### config.mk
export PLATFORM = sky130hd
export DESIGN_NAME = prd_front
export DESIGN_NICKNAME = d
export VERILOG_FILES = /design/src/rtl/prd_pkg.sv /design/src/rtl/prd_front.sv
export SDC_FILE = /design/constraint.sdc
export NUM_CORES = 1
export LEC_CHECK = 0
export ABC_AREA = 1
export BUFFER_PORTS_ARGS = -buffer_cell sky130_fd_sc_hd__buf_2
export CORE_ASPECT_RATIO = 0.9
export CORE_MARGIN = 2
export CORE_UTILIZATION = 25
export DETAILED_ROUTE_END_ITERATION = 8
export PLACE_DENSITY = 0.5
export SETUP_SLACK_MARGIN = 0.15
export SLEW_MARGIN = 20
export SYNTH_ARGS = -nofsm -noshare
export SYNTH_HDL_FRONTEND = slang
export SYNTH_SLANG_ARGS = --single-unit
export TNS_END_PERCENT = 20
### constraint.sdc
create_clock -name clk -period 7.4 [get_ports clk]
set_clock_uncertainty 0.05 [all_clocks]
set_input_delay 0.74 -clock clk [delete_from_list [all_inputs] [get_ports clk]]
set_output_delay 0.74 -clock clk [all_outputs]
set_load 0.01 [all_outputs]
### src/rtl/prd_pkg.sv
package prd_pkg;

  localparam int ELEMENTS    = 8;
  localparam int FIELD_COUNT = 8;
  localparam int ELEM_W      = 4;
  localparam int N_ACT       = (ELEMENTS > FIELD_COUNT) ? FIELD_COUNT : ELEMENTS;

  function automatic int fact(input int k);
    int r;
    r = 1;
    for (int i = 2; i <= k; i++) begin
      r = r * i;
    end
    return r;
  endfunction

  localparam int MAP_DEPTH   = fact(N_ACT);
  localparam int RANK_W      = 16;
  localparam int CNT_W       = 16;
  localparam int DIG_W       = $clog2(N_ACT);
  localparam int ROW_BITS    = 8;
  localparam int SEL_W       = $clog2(ROW_BITS);
  localparam int MAP_ROWS    = (MAP_DEPTH + ROW_BITS - 1) / ROW_BITS;
  localparam int ROW_W       = (MAP_ROWS > 1) ? $clog2(MAP_ROWS) : 1;
  localparam int QUEUE_DEPTH = 2;
  localparam int QPTR_W      = $clog2(QUEUE_DEPTH);
  localparam int QCNT_W      = $clog2(QUEUE_DEPTH + 1);

  typedef logic [ELEM_W-1:0] elem_t;
  typedef elem_t [FIELD_COUNT-1:0] elem_vec_t;

  typedef struct packed {
    logic [RANK_W-1:0] rank;
    logic              bad;
  } prd_item_t;

  typedef struct packed {
    logic      vld;
    prd_item_t item;
  } prd_req_t;

endpackage

### src/rtl/prd_front.sv
module prd_front (
  input  logic              clk,
  input  logic              rst,
  input  logic              in_valid,
  output logic              in_ready,
  input  prd_pkg::elem_vec_t elems,
  output prd_pkg::prd_req_t push,
  input  logic              push_ready
);

  logic                  a_vld;
  prd_pkg::elem_vec_t    a_elem;
  logic                  b_vld;
  logic                  b_bad;
  logic [prd_pkg::N_ACT-1:0][prd_pkg::DIG_W-1:0] b_dig;

  logic                  bad_next;
  logic [prd_pkg::N_ACT-1:0][prd_pkg::DIG_W-1:0] dig_next;
  logic [prd_pkg::RANK_W-1:0] rank;
  logic                  b_free;

  assign b_free   = !b_vld || push_ready;
  assign in_ready = !a_vld || b_free;

  // validity and lehmer digits (later smaller values)
  always_comb begin
    bad_next = 1'b0;
    for (int i = 0; i < prd_pkg::N_ACT; i++) begin
      dig_next[i] = '0;
      if (a_elem[i] == '0 || a_elem[i] > prd_pkg::ELEM_W'(prd_pkg::N_ACT)) begin
        bad_next = 1'b1;
      end
      for (int j = i + 1; j < prd_pkg::N_ACT; j++) begin
        if (a_elem[i] == a_elem[j]) begin
          bad_next = 1'b1;
        end
        if (a_elem[j] < a_elem[i]) begin
          dig_next[i] = dig_next[i] + prd_pkg::DIG_W'(1);
        end
      end
    end
  end

  // weighted sum by factorials
  always_comb begin
    rank = '0;
    for (int i = 0; i < prd_pkg::N_ACT; i++) begin
      rank = rank + prd_pkg::RANK_W'(b_dig[i]) *
             prd_pkg::RANK_W'(prd_pkg::fact(prd_pkg::N_ACT - 1 - i));
    end
    if (b_bad) begin
      rank = '0;
    end
  end

  assign push.vld       = b_vld;
  assign push.item.rank = rank;
  assign push.item.bad  = b_bad;

  always_ff @(posedge clk) begin
    if (rst) begin
      a_vld <= 1'b0;
      b_vld <= 1'b0;
    end else begin
      if (in_ready) begin
        a_vld <= in_valid;
      end
      if (b_free) begin
        b_vld <= a_vld;
      end
    end
  end

  always_ff @(posedge clk) begin
    if (in_ready) begin
      a_elem <= elems;
    end
    if (b_free) begin
      b_dig <= dig_next;
      b_bad <= bad_next;
    end
  end

endmodule

==> results of run 1 <==
metal layers:
metal | routed length (um) | GRT usage, %
met3 | 670 | 1.31
met2 | 7550 | 18.6
met4 | 107 | 1.64
met5 | 0 | 0
met1 | 8970 | 16.3
sequential cells by signal, summed over array words and instances (netlist names):
| register | cells |
|---|---|
| b_vld | 1 |
| a_vld | 1 |
| a_elem | 32 |
| b_bad | 1 |
| b_dig | 18 |
stage by stage:
stage	area, sq um	utilization [%]
3_3_place_gp	8340	27.9
2_1_floorplan	7570	-
6_report	8490	28.4
4_1_cts	8490	28.4
5_1_grt	8490	28.4
3_5_place_dp	8340	27.9
worst max-delay path, cell delays in order, from the launching register on:
cell	delay, ns
edfxtp_1	0.49
fa_1	0.62
ha_1	0.18
inv_1	0.05
fa_1	0.47
inv_1	0.05
fa_1	0.47
inv_1	0.05
fa_1	0.52
inv_1	0.04
ha_1	0.28
ha_1	0.36
a21oi_1	0.15
nand2_1	0.11
a21oi_1	0.27
o21ai_0	0.15
o21ai_1	0.14
a21oi_1	0.05
buf_2	0.14
placed cells by master (no fill, tap or decap), drive strengths merged, types with 3 or more instances in the layout:
master | netlist | final
ha | 193 | 193
inv | 183 | 184
nand2 | 133 | 133
nand3 | 69 | 69
a21oi | 59 | 59
buf | 2 | 55
nor2 | 52 | 52
edfxtp | 51 | 51
o21ai | 37 | 37
fa | 24 | 24
xor2 | 23 | 23
xnor2 | 10 | 10
nand4 | 10 | 10
o21bai | 7 | 7
a221oi | 5 | 5
clkbuf | 1 | 5
or2 | 3 | 3
area by class of cell:
class,instances,area (sq um)
repair buffers,55,278
flip-flops and latches,53,1570
multi-input cells,649,5290
inverters,184,694
fillers,3266,21400
clock inverters,3,26.3
clock buffers,5,125
well taps,403,504
worst min-delay path by stage:
stage / start / endpoint / slack (ns) / cells after the start
2_1_floorplan: a_vld / b_vld / 0.37 / 2
3_3_place_gp: a_vld / b_vld / 0.40 / 2
3_5_place_dp: a_vld / b_vld / 0.40 / 2
4_1_cts: a_vld / b_vld / 0.42 / 2
5_1_grt: a_vld / b_vld / 0.45 / 2
6_report: a_vld / b_vld / 0.41 / 2
logic make-up after synthesis:
| group | after synthesis | synth area share (%) |
|---|---|---|
| buf+inv | 187 | 9.42 |
| fa+ha+maj | 217 | 38.3 |
| compound gates | 127 | 10.6 |
| mux | 1 | 0.149 |
| xor+xnor | 33 | 3.92 |
| flops | 53 | 20.8 |
| simple gates | 271 | 16.9 |
==> impl_metrics.toml, run 1 <==
[setup_path]
worstReg2RegEnd = "b_dig[1]"
cp-end-kind = "output pin"
crit_end = "push[14]"
arrival_ns = 4.91
cp_max_fo = 6
cp-startpoint = "b_dig[6]"
r2r_cells = 21
rr_startpoint = "a_elem[1]"
path_class = "flip-flop to output pin"
r2r_setup_slack_ns = 2.72
required_ns = 6.61
critPathLaunchType = "flip-flop"

[clocking]
cts_tree = "done"
clk_latency_ns = 0.31
numClockSinks = 53
cts_root_buffer = "clkbuf_16"
cts_buffer_depth = 2
clk_pin_slew_ns = 0.08
hold_buffers = 0
cts_buffers = 5
ctsResizeCount = 0
postCtsSetupRepairBufs = 0
htreeDepth = 2

[min_path]
min_path_type = "flip-flop to flip-flop"

[cells_and_area]
layout.nets = 1201
drive_gt1_share_pct = 12.2
antenna_cells = 0
stdcell_count = 1352
areaGrowthSynthToFinish_pct = 12.2

[placement]
dp_hpwl_um = 14500
portBuffers = 54
place_congestion = 0.831
placedCellCount = 1344
dpl_worst_slack_ns = 2.04

[logic_synthesis]
syn_area_per_cell_sq_um = 8.51
ys_seq_elements = 53
synth_seq_area_share_pct = 20.8
synth-edff-count = 51
synth_common_cells = "ha_1, inv_1, nand2_1"
yosysMostFrequentCell = "ha_1"
ys_warn_count = 0
synth-main-ff-cell = "edfxtp_1"
ys_types = 54
syn_area_sq_mm = 0.00757
yosys-top-cells-area = "ha_1, edfxtp_1, inv_1, fa_1, nand2_1"
synthArstFlopShare_pct = 0
syn-num-nets = 1142
synthCells = 889
synth_top_cell_area_share_pct = 31.9
yosysTopAreaCell = "ha_1"

[die]
core_area_sq_mm = 0.0299
rows = 60
die_width_um = 187
die_h_um = 169
dieArea_sq_mm = 0.0317
pin_count = 55
initial_core_util_pct = 25.3

[run]
max-cap-violations = 0

[timing]
holdWs_ns = 0.413
finalSetupViolCount = 0
worst_pin_slew_ns = 0.868
fin_crit_sh_pct = 77.1
finalWorstSetupSlack_ns = 1.70
fmax_ghz = 0.175
grt_setup_unrepaired = "false"
slew_violations = 0
maxSlewHeadroom_pct = 42.0
finalHoldViolCount = 0
min_period_ns = 5.70
tns_ns = 0

[detailed_routing]
dr.pass1.iters = 4
vias = 5741
antenna_left = 0
drc = 0
drtIter0Drc = 258
wl_um = 17300
viasPerCell = 4.25
post_drt_wl_per_cell_um = 12.8

[grt]
grt_pass1_vias = 5591
antenna_found_initial = 0
grt_pass1_wl_um = 28700
grt_use_total_pct = 11.3
grt_overflow_total = 0
grt_start_max_net_pins = 35

[run_status]
status = "finished, final reports clean"
Power of run 1 is left out: the tool's default activity adds up to more than one toggle a clock period on the data nets, which glitch-free logic cannot reach.
==> run 2: changes to the inputs <==
==> constraint.sdc (replaced) <==
create_clock -name clk -period 5.4 [get_ports clk]
set_clock_uncertainty 0.05 [all_clocks]
set_input_delay 0.54 -clock clk [delete_from_list [all_inputs] [get_ports clk]]
set_output_delay 0.54 -clock clk [all_outputs]
set_load 0.01 [all_outputs]
==> impl_metrics.toml, run 2 (synthesis results as in run 1) <==
[run_status]
status = "finished, final reports clean"

[setup_path]
cp_max_fo = 6
path_class = "flip-flop to output pin"
critPathLaunchType = "flip-flop"
max_stage_delay_ns = 0.58
arrival_ns = 4.56
crit_path_cell_trace = "fa_1, ha_2, inv_1, fa_2, inv_1, fa_1, inv_1, fa_1, inv_1, ha_4, ha_4, nand2_1, nor2_2, a21oi_2, nor2_1, nor2_1, xor2_1, nor2_1, buf_2"
crit_family = "adder cells"
cp_slowest_cell = "fa_1"
cp_num_buf_inv = 5
worst_path_most_repeated_cell = "inv_1"
cp-end-kind = "output pin"
required_ns = 4.81

[detailed_routing]
drtIter0Drc = 214
viasPerCell = 4.25
wl_um = 17500
post_drt_wl_per_cell_um = 12.8
vias = 5794
dr.pass1.iters = 5
antenna_left = 0
drc = 0

[timing]
min_period_ns = 5.15
finalSetupViolCount = 0
fin_crit_sh_pct = 95.4
holdWs_ns = 0.337
slew_violations = 0
tns_ns = 0
fmax_ghz = 0.194
grt_setup_unrepaired = "true"
worst_pin_slew_ns = 0.834
finalHoldViolCount = 0
maxSlewHeadroom_pct = 44.3

[die]
die_h_um = 169
rows = 60
pin_count = 55
initial_core_util_pct = 25.3
core_area_sq_mm = 0.0299
dieArea_sq_mm = 0.0317
die_width_um = 187

[grt]
antenna_found_initial = 0
grt_overflow_total = 0
grt_pass1_wl_um = 28600
grt_use_total_pct = 11.3
grt_pass1_vias = 5666
grt_start_max_net_pins = 35

[clocking]
clk_latency_ns = 0.31
clk_pin_slew_ns = 0.08
numClockSinks = 53
cts_tree = "done"
htreeDepth = 2
cts_root_buffer = "clkbuf_16"
cts_buffers = 5
cts_buffer_depth = 2

[min_path]
min_path_type = "primary input to flip-flop"

[cells_and_area]
areaGrowthSynthToFinish_pct = 15.2
fillers = 3231
largest_reg_flops = 32
largest-register = "a_elem"
drive_gt1_share_pct = 15.5
layout.nets = 1213
antenna_cells = 0
top_regs = "a_elem (32), b_dig (18)"
final_cell_mix = "ha_1, inv_1, nand2_1, nand3_1, buf_2"
final_common_cell = "ha_1"

[placement]
dp_hpwl_um = 14500
portBuffers = 54
place_congestion = 0.831

[run]
max-cap-violations = 0
-- run 2: changes by cell type in the layout (fill, tap and decap cells not counted), moves of 2 or more --
| cell | before | now |
|---|---|---|
| a21oi_1 | 53 | 49 |
| ha_1 | 193 | 184 |
| o21ai_1 | 14 | 17 |
| o21ai_0 | 21 | 17 |
| ha_2 | 0 | 2 |
| a21oi_2 | 4 | 7 |
| buf_4 | 1 | 13 |
| ha_4 | 0 | 7 |
-- run 2: what timing repair did --
action | CTS | global route
hold buffers | 0 | 0
setup endpoints to repair | 7 | 7
setup buffers | 5 | 7
cloned | 0 | 0
pin swaps | 5 | 8
hold endpoints to repair | 0 | 0
resized for setup | 6 | 22
-- run 2: worst paths after layout --
path	from	end	slack (ns)	cells after the start
max	b_dig[6]	push[13]	0.25	19
min	rst	a_vld	0.34	2
max reg2reg	a_elem[1]	b_dig[1]	0.73	21
min reg2reg	a_vld	b_vld	0.41	2
-- run 2: layer usage --
metal | up-vias | GRT usage (%) | share of wire (%)
met1 | 2572 | 16.1 | 51
met3 | 11 | 1.51 | 3.8
met5 | - | 0 | 0
met4 | 0 | 1.99 | 0.92
li1 | 3119 | - | -
met2 | 92 | 18.6 | 44
-- run 2: metrics by stage --
| step | setup WS, ns | utilization [%] | std cells | cell area, sq um |
|---|---|---|---|---|
| floorplan | 0.543 | - | 889 | 7570 |
| global placement | 0.260 | 27.9 | 1344 | 8340 |
| detailed placement | 0.244 | 27.9 | 1344 | 8340 |
| CTS | 0.150 | 28.7 | 1357 | 8580 |
| global route | 0.0867 | 29.2 | 1364 | 8720 |
| finish | 0.247 | 29.2 | 1364 | 8720 |
-- run 2: cell type report --
type / instances / area [sq um] / share of cell area, %
Clock inverter: 3 / 26.3 / 0.301
Tap cell: 403 / 504 / 5.78
Clock buffer: 5 / 125 / 1.43
Inverter: 184 / 694 / 7.96
Sequential cell: 53 / 1570 / 18.0
Timing Repair Buffer: 67 / 368 / 4.22
Multi-Input combinational cell: 649 / 5430 / 62.3
Power of run 2 is left out for the same reason.
