<file path="src/rtl/prd_pkg.sv">
package prd_pkg;

  localparam int ELEMENTS    = 8;
  localparam int FIELD_COUNT = 8;
  localparam int ELEM_W      = 4;
  localparam int N_ACT       = (ELEMENTS > FIELD_COUNT) ? FIELD_COUNT : ELEMENTS;

  function automatic int fact(input int k);
    int r;
    r = 1;
    for (int i = 2; i <= k; i++) begin
      r = r * i;
    end
    return r;
  endfunction

  localparam int MAP_DEPTH   = fact(N_ACT);
  localparam int RANK_W      = 16;
  localparam int CNT_W       = 16;
  localparam int DIG_W       = $clog2(N_ACT);
  localparam int ROW_BITS    = 8;
  localparam int SEL_W       = $clog2(ROW_BITS);
  localparam int MAP_ROWS    = (MAP_DEPTH + ROW_BITS - 1) / ROW_BITS;
  localparam int ROW_W       = (MAP_ROWS > 1) ? $clog2(MAP_ROWS) : 1;
  localparam int QUEUE_DEPTH = 2;
  localparam int QPTR_W      = $clog2(QUEUE_DEPTH);
  localparam int QCNT_W      = $clog2(QUEUE_DEPTH + 1);

  typedef logic [ELEM_W-1:0] elem_t;
  typedef elem_t [FIELD_COUNT-1:0] elem_vec_t;

  typedef struct packed {
    logic [RANK_W-1:0] rank;
    logic              bad;
  } prd_item_t;

  typedef struct packed {
    logic      vld;
    prd_item_t item;
  } prd_req_t;

endpackage

</file>
<file path="src/rtl/prd_queue.sv">
module prd_queue (
  input  logic              clk,
  input  logic              rst,
  input  prd_pkg::prd_req_t push,
  output logic              push_ready,
  output prd_pkg::prd_req_t head,
  input  logic              pop
);

  prd_pkg::prd_item_t           entries [prd_pkg::QUEUE_DEPTH];
  logic [prd_pkg::QPTR_W-1:0]   wr_ptr;
  logic [prd_pkg::QPTR_W-1:0]   rd_ptr;
  logic [prd_pkg::QCNT_W-1:0]   count;
  logic                         do_push;
  logic                         do_pop;

  assign push_ready = count != prd_pkg::QCNT_W'(prd_pkg::QUEUE_DEPTH);
  assign head.vld   = count != '0;
  assign head.item  = entries[rd_ptr];
  assign do_push    = push.vld && push_ready;
  assign do_pop     = pop && head.vld;

  always_ff @(posedge clk) begin
    if (rst) begin
      wr_ptr <= '0;
      rd_ptr <= '0;
      count  <= '0;
    end else begin
      if (do_push) begin
        wr_ptr <= wr_ptr + prd_pkg::QPTR_W'(1);
      end
      if (do_pop) begin
        rd_ptr <= rd_ptr + prd_pkg::QPTR_W'(1);
      end
      unique case ({do_push, do_pop})
        2'b10:   count <= count + prd_pkg::QCNT_W'(1);
        2'b01:   count <= count - prd_pkg::QCNT_W'(1);
        default: count <= count;
      endcase
    end
  end

  always_ff @(posedge clk) begin
    if (do_push) begin
      entries[wr_ptr] <= push.item;
    end
  end

endmodule

</file>
<file path="config.mk">
export PLATFORM = sky130hd
export DESIGN_NAME = prd_queue
export DESIGN_NICKNAME = d
export VERILOG_FILES = /design/src/rtl/prd_pkg.sv /design/src/rtl/prd_queue.sv
export SDC_FILE = /design/constraint.sdc
export NUM_CORES = 1
export LEC_CHECK = 0
export ABC_AREA = 1
export BUFFER_PORTS_ARGS = -buffer_cell sky130_fd_sc_hd__buf_2
export CORE_UTILIZATION = 50
export CTS_CLUSTER_SIZE = 30
export DETAILED_ROUTE_END_ITERATION = 12
export GPL_ROUTABILITY_DRIVEN = 1
export GPL_TIMING_DRIVEN = 1
export PLACE_DENSITY = 0.76
export SLEW_MARGIN = 20
export SYNTH_ARGS = -nofsm -noshare
export SYNTH_HDL_FRONTEND = slang
export SYNTH_SLANG_ARGS = --single-unit
</file>
<file path="constraint.sdc">
create_clock -name clk -period 1.9 [get_ports clk]
set_input_delay 0.38 -clock clk [delete_from_list [all_inputs] [get_ports clk]]
set_output_delay 0.38 -clock clk [all_outputs]
set_load 0.02 [all_outputs]
</file>
==> results of run 1 <==
sequential cells by signal, summed over array words and instances (netlist names), named ones only:
name	flops
wr_ptr	1
entries	34
count	2
rd_ptr	1
metal layers:
metal / GRT usage [%] / up-vias / share of wire, %
li1: - / 421 / -
met1: 18.0 / 418 / 38
met2: 28.9 / 34 / 52
met3: 8.16 / 5 / 7.3
met4: 7.32 / 0 / 2.2
met5: 0 / - / 0
through the flow:
stage | cells | instance area [um2] | total power (W) | util, %
floorplan | 91 | 1530 | 0.00154 | -
global placement | 163 | 1760 | 0.00167 | 62.1
detailed placement | 163 | 1760 | 0.00170 | 62.1
CTS | 171 | 1840 | 0.00224 | 65.0
global route | 171 | 1840 | 0.00232 | 65.0
finish | 171 | 1840 | 0.00221 | 65.0
how the worst min path moves through the flow:
stage | to | slack, ns | from
after floorplan | flip-flop | 0.46 | rd_ptr$_SDFFE_PP0P_
after global placement | rd_ptr$_SDFFE_PP0P_ | 0.48 | rd_ptr$_SDFFE_PP0P_
after detailed placement | flip-flop | 0.49 | rd_ptr$_SDFFE_PP0P_
after CTS | entries[0][16]$_DFFE_PP_ | 0.20 | push[16]
after global routing | entries[0][16]$_DFFE_PP_ | 0.19 | push[16]
final | entries[0][5]$_DFFE_PP_ | 0.22 | push[5]
worst register-to-register path: stages, from the launching register on:
cell     delay [ns]
dfxtp_1        0.40
inv_2          0.08
nand2_2        0.08
nand2_1        0.10
ha_1           0.33
inv_1          0.09
nand2_1        0.07
nor2_1         0.10
nor2_1         0.05
nor2_1         0.13
where the power goes:
group	internal, W	leakage (nW)	switching (W)	total, W
sequential	0.00105	0.359	0.0000415	0.00109
clock	0.000277	0.0452	0.000260	0.000537
combinational	0.000247	0.358	0.000340	0.000588
final cells by class:
class	instances	area, um2	area share (%)
Sequential cell	39	1120	61.0
Multi-Input combinational cell	42	343	18.6
Timing Repair Buffer	43	225	12.2
Clock inverter	3	43.8	2.38
Tap cell	31	38.8	2.11
Clock buffer	5	37.5	2.04
Inverter	8	30.0	1.63
kinds of logic (layout without fill, tap and decap cells):
group | count (synthesis) | count (layout) | share of synthesized area (%)
AO/OA/AOI/OAI | 5 | 5 | 1.64
buffers and inverters | 10 | 59 | 4.02
flip-flops | 39 | 39 | 73.5
AND/OR/NAND/NOR | 19 | 19 | 5.01
multiplexers | 17 | 17 | 15.0
adder cells (fa/ha/maj) | 1 | 1 | 0.820
cells in the final DEF, fill, tap and decap left out, drive strengths merged:
master / Yosys / routed
nand4: 1 / 1
mux2: 17 / 17
nor2: 10 / 10
inv: 8 / 8
nand2: 8 / 8
clkbuf: 0 / 5
clkinv: 0 / 2
dfxtp: 5 / 5
buf: 2 / 43
ha: 1 / 1
bufinv: 0 / 1
a21oi: 2 / 2
o21ai: 3 / 3
edfxtp: 34 / 34
==> results.json, run 1 <==
{
  "status": "finished, violations left",
  "violations": "DRC",
  "tritoncts": "yes",
  "arrival_ns": 1.36,
  "cp-start-kind": "flip-flop",
  "drc": 2,
  "cts_buffer_depth": 2,
  "cts_made_buffers": 5,
  "syn_area_um2": 1530,
  "start_util_pct": 53.9,
  "crit_path_end_kind": "primary output",
  "wl_um": 2420,
  "area_delta_synth_final_pct": 20.6,
  "seq_area_frac_synth_pct": 73.5,
  "drt_iter0_markers": 23,
  "synth_seq_cells": 39,
  "synth-main-ff-cell": "edfxtp_1",
  "grt_pass1_vias": 889,
  "crit_buf_inv": 2,
  "postSynthCellCount": 91,
  "ff2ff_setup_slack_ns": 0.42,
  "irDropWorstVdd_mv": 0.847,
  "port_buffers": 39,
  "yosysWarnings": 0,
  "crit_path_end": "head[8]",
  "hold_depth": 1,
  "slew_violations": 0,
  "path_depth": 3,
  "drtPass1Iterations": 8,
  "worstPathRequired_ns": 1.52,
  "power_leakage_nw": 0.762,
  "syn_nets": 113,
  "die_area_um2": 3280,
  "grt_use_total_pct": 17.0,
  "cp_max_fo": 9,
  "worstSetupPathType": "flip-flop to primary output",
  "cts_resized": 0,
  "fillers": 221,
  "synth_area_leaders": "edfxtp_1 67%, mux2_4 9.8%, dfxtp_1 6.6%",
  "num_vias": 878,
  "worst_slack_ns": 0.161,
  "io_pins": 40,
  "maxCapViolations": 0,
  "fmax_mhz": 575,
  "cp_slowest_cell": "dfxtp_1",
  "cts.sink_count": 39,
  "core_um2": 2830,
  "worstSkewPairLatency_ns": 0.34,
  "powerDensity_nw_per_um2": 1200,
  "fin_crit_sh_pct": 91.5,
  "synth_top_area_share_pct": 66.9,
  "tightest_slew_ns": 0.239,
  "hpwl_um": 1780,
  "routabilityCongestion": 0.632,
  "netlist.top_cell.by_area": "edfxtp_1",
  "worst_path_largest_cell_delay_ns": 0.34,
  "nets": 161,
  "syn-mean-instance-area_um2": 16.8,
  "cpLargestDelayFamily": "buffers and inverters",
  "fp.dieH_um": 57.2,
  "hold_ws_ns": 0.221,
  "detailedPlace.worstSlack_ns": 0.471,
  "setup_violations": 0,
  "die_x_um": 57.2,
  "h-tree-depth": 2,
  "num_rows": 19,
  "reg2reg_from": "count[0]$_SDFFE_PP0P_",
  "cts.reportedPaths.clkPinSlew_ns": 0.11,
  "antenna_left": 0,
  "path_cells": "buf_4 > mux2_4 > buf_2",
  "synth_cell_types": 15,
  "min_path_type": "input pin to flip-flop",
  "cts-root-buf": "clkbuf_4",
  "setup_tns_ns": 0,
  "diodes": 0,
  "fin_crit_ns": 1.74,
  "grt_pass1_wl_um": 3880,
  "wl_per_cell_um": 14.1,
  "drive_gt1_share_pct": 50.0,
  "ctsHoldBuffers": 0,
  "grt_max_degree": 16,
  "vias_per_cell": 5.13,
  "synth.most_common_cell": "edfxtp_1",
  "final-hold-violation-count": 0,
  "r2r_end": "count[1]$_SDFFE_PP0P_",
  "antenna_found_initial": 0,
  "clock_skew_ns": 0.00959,
  "grt_overflow_total": 0,
  "synth_edf_count": 34,
  "async_flop_share_pct": 0,
  "rr_worst_depth": 9,
  "rsz0062_at_grt": "false",
  "postCtsSetupBuffers": 0,
  "synth_common_cells": "34 x edfxtp_1, 10 x mux2_4, 10 x nor2_1",
  "relSlewSlack_pct": 84.0
}
Power figures use the tool's default switching activity.
==> inputs of run 2 (changes only) <==
--- a/config.mk
+++ b/config.mk
@@ -7,12 +7,12 @@
 export LEC_CHECK = 0
 export ABC_AREA = 1
 export BUFFER_PORTS_ARGS = -buffer_cell sky130_fd_sc_hd__buf_2
-export CORE_UTILIZATION = 50
+export CORE_UTILIZATION = 51
 export CTS_CLUSTER_SIZE = 30
 export DETAILED_ROUTE_END_ITERATION = 12
 export GPL_ROUTABILITY_DRIVEN = 1
 export GPL_TIMING_DRIVEN = 1
-export PLACE_DENSITY = 0.76
+export PLACE_DENSITY_LB_ADDON = 0.2
 export SLEW_MARGIN = 20
 export SYNTH_ARGS = -nofsm -noshare
 export SYNTH_HDL_FRONTEND = slang
==> results.json, run 2 (synthesized netlist as in run 1, its figures left out) <==
{
  "power_w": 0.00205,
  "path_cells": "buf_4 > mux2_4 > buf_2",
  "grt_pass1_wl_um": 3910,
  "die_area_um2": 3210,
  "top_register": "entries",
  "min_path_type": "input pin to flip-flop",
  "clock_skew_ns": 0.0154,
  "crit_buf_inv": 2,
  "grt_use_total_pct": 16.9,
  "hp-start": "push[11]",
  "fmax_mhz": 574,
  "hpwl_um": 1740,
  "io_pins": 40,
  "setup_tns_ns": 0,
  "routabilityCongestion": 0.739,
  "final_cell_mix": "39 x buf_2, 34 x edfxtp_1, 10 x mux2_4, 10 x nor2_1",
  "num_rows": 19,
  "start_util_pct": 54.4,
  "final-hold-violation-count": 0,
  "relSlewSlack_pct": 75.6,
  "grt_max_degree": 12,
  "worst_path_largest_cell_delay_ns": 0.34,
  "core_um2": 2810,
  "drive_gt1_share_pct": 49.3,
  "crit_path_end_kind": "primary output",
  "fin_crit_ns": 1.74,
  "reg_top3": "entries: 34 flops, count: 2 flops",
  "cp_max_fo": 10,
  "cts.reportedPaths.clkPinSlew_ns": 0.11,
  "vias_per_cell": 5.03,
  "cts_buffer_depth": 2,
  "arrival_ns": 1.36,
  "largest_reg_flops": 34,
  "power_leakage_nw": 0.757,
  "num_vias": 871,
  "slew_violations": 0,
  "area_delta_synth_final_pct": 19.5,
  "cpLargestDelayFamily": "buffers and inverters",
  "worstSetupPathType": "flip-flop to primary output",
  "drtPass1Iterations": 8,
  "cp-start-kind": "flip-flop",
  "powerDensity_nw_per_um2": 1120,
  "design_area_um2": 1820,
  "drc": 2,
  "nets": 163,
  "wl_um": 2240,
  "die_x_um": 56.7,
  "grt_overflow_total": 0,
  "maxCapViolations": 0,
  "cts_made_buffers": 5,
  "antenna_found_initial": 0,
  "register_area_um2": 1120,
  "tritoncts": "yes",
  "tightest_slew_ns": 0.364,
  "multi_input_area_um2": 343,
  "cts.sink_count": 39,
  "h-tree-depth": 2,
  "port_buffers": 39,
  "worstPathRequired_ns": 1.52,
  "fillers": 231,
  "diodes": 0,
  "drt_iter0_markers": 26,
  "cts_resized": 0,
  "postCtsSetupBuffers": 0,
  "violations": "DRC",
  "final_common_cell": "buf_2",
  "wl_per_cell_um": 13.0,
  "grt_pass1_vias": 913,
  "rsz0062_at_grt": "false",
  "irDropWorstVdd_mv": 0.656,
  "reg2reg_from": "count[0]$_SDFFE_PP0P_",
  "status": "finished, violations left",
  "fin_crit_sh_pct": 91.7,
  "setup_violations": 0,
  "hold_ws_ns": 0.228,
  "cp_slowest_cell": "dfxtp_1",
  "ctsHoldBuffers": 0,
  "cts-root-buf": "clkbuf_4",
  "antenna_left": 0,
  "place_area_um2": 1770,
  "fp.dieH_um": 56.7,
  "worstSkewPairLatency_ns": 0.33,
  "post-route-util_pct": 65.0
}
## run 2: cell types whose count changed in the layout (fill, tap and decap cells not counted), sizes merged
cell	change
clkinv	-1
bufinv	-1
buf	+2
clkbuf	+2
## run 2: cell type report
class                   instances  share of cell area [%]
multi-input cells              42                    18.8
flip-flops and latches         39                    61.5
repair buffers                 45                    13.2
inverters                       8                    1.65
clock buffers                   7                    2.47
well taps                      31                    2.13
clock inverters                 1                   0.275
## run 2: final timing paths
path	to	slack (ns)	cells past startpoint
max	head[12]	0.16	3
min	entries[1][11]$_DFFE_PP_	0.23	1
max reg2reg	entries[0][14]$_DFFE_PP_	0.41	5
min reg2reg	flip-flop	0.52	2
## run 2: metal layers
metal / routed length (um) / track usage, % / part of all wire, %
met5: 0 / 0 / 0
met4: 60 / 9.64 / 2.7
met3: 106 / 5.30 / 4.7
met2: 1170 / 28.9 / 52
met1: 903 / 18.5 / 40
## run 2: metrics by stage
stage | worst slack (ns) | instances
final | 0.157 | 173
after global routing | 0.0859 | 173
after CTS | 0.131 | 173
after detailed placement | 0.425 | 165
after global placement | 0.468 | 165
after floorplan | 0.120 | 91
## run 2: report_power, final
part	internal (W)	switching, W	leakage (nW)
registers	0.00105	0.0000379	0.359
clock network	0.000144	0.000231	0.0293
logic	0.000255	0.000335	0.368
total	0.00145	0.000603	0.757
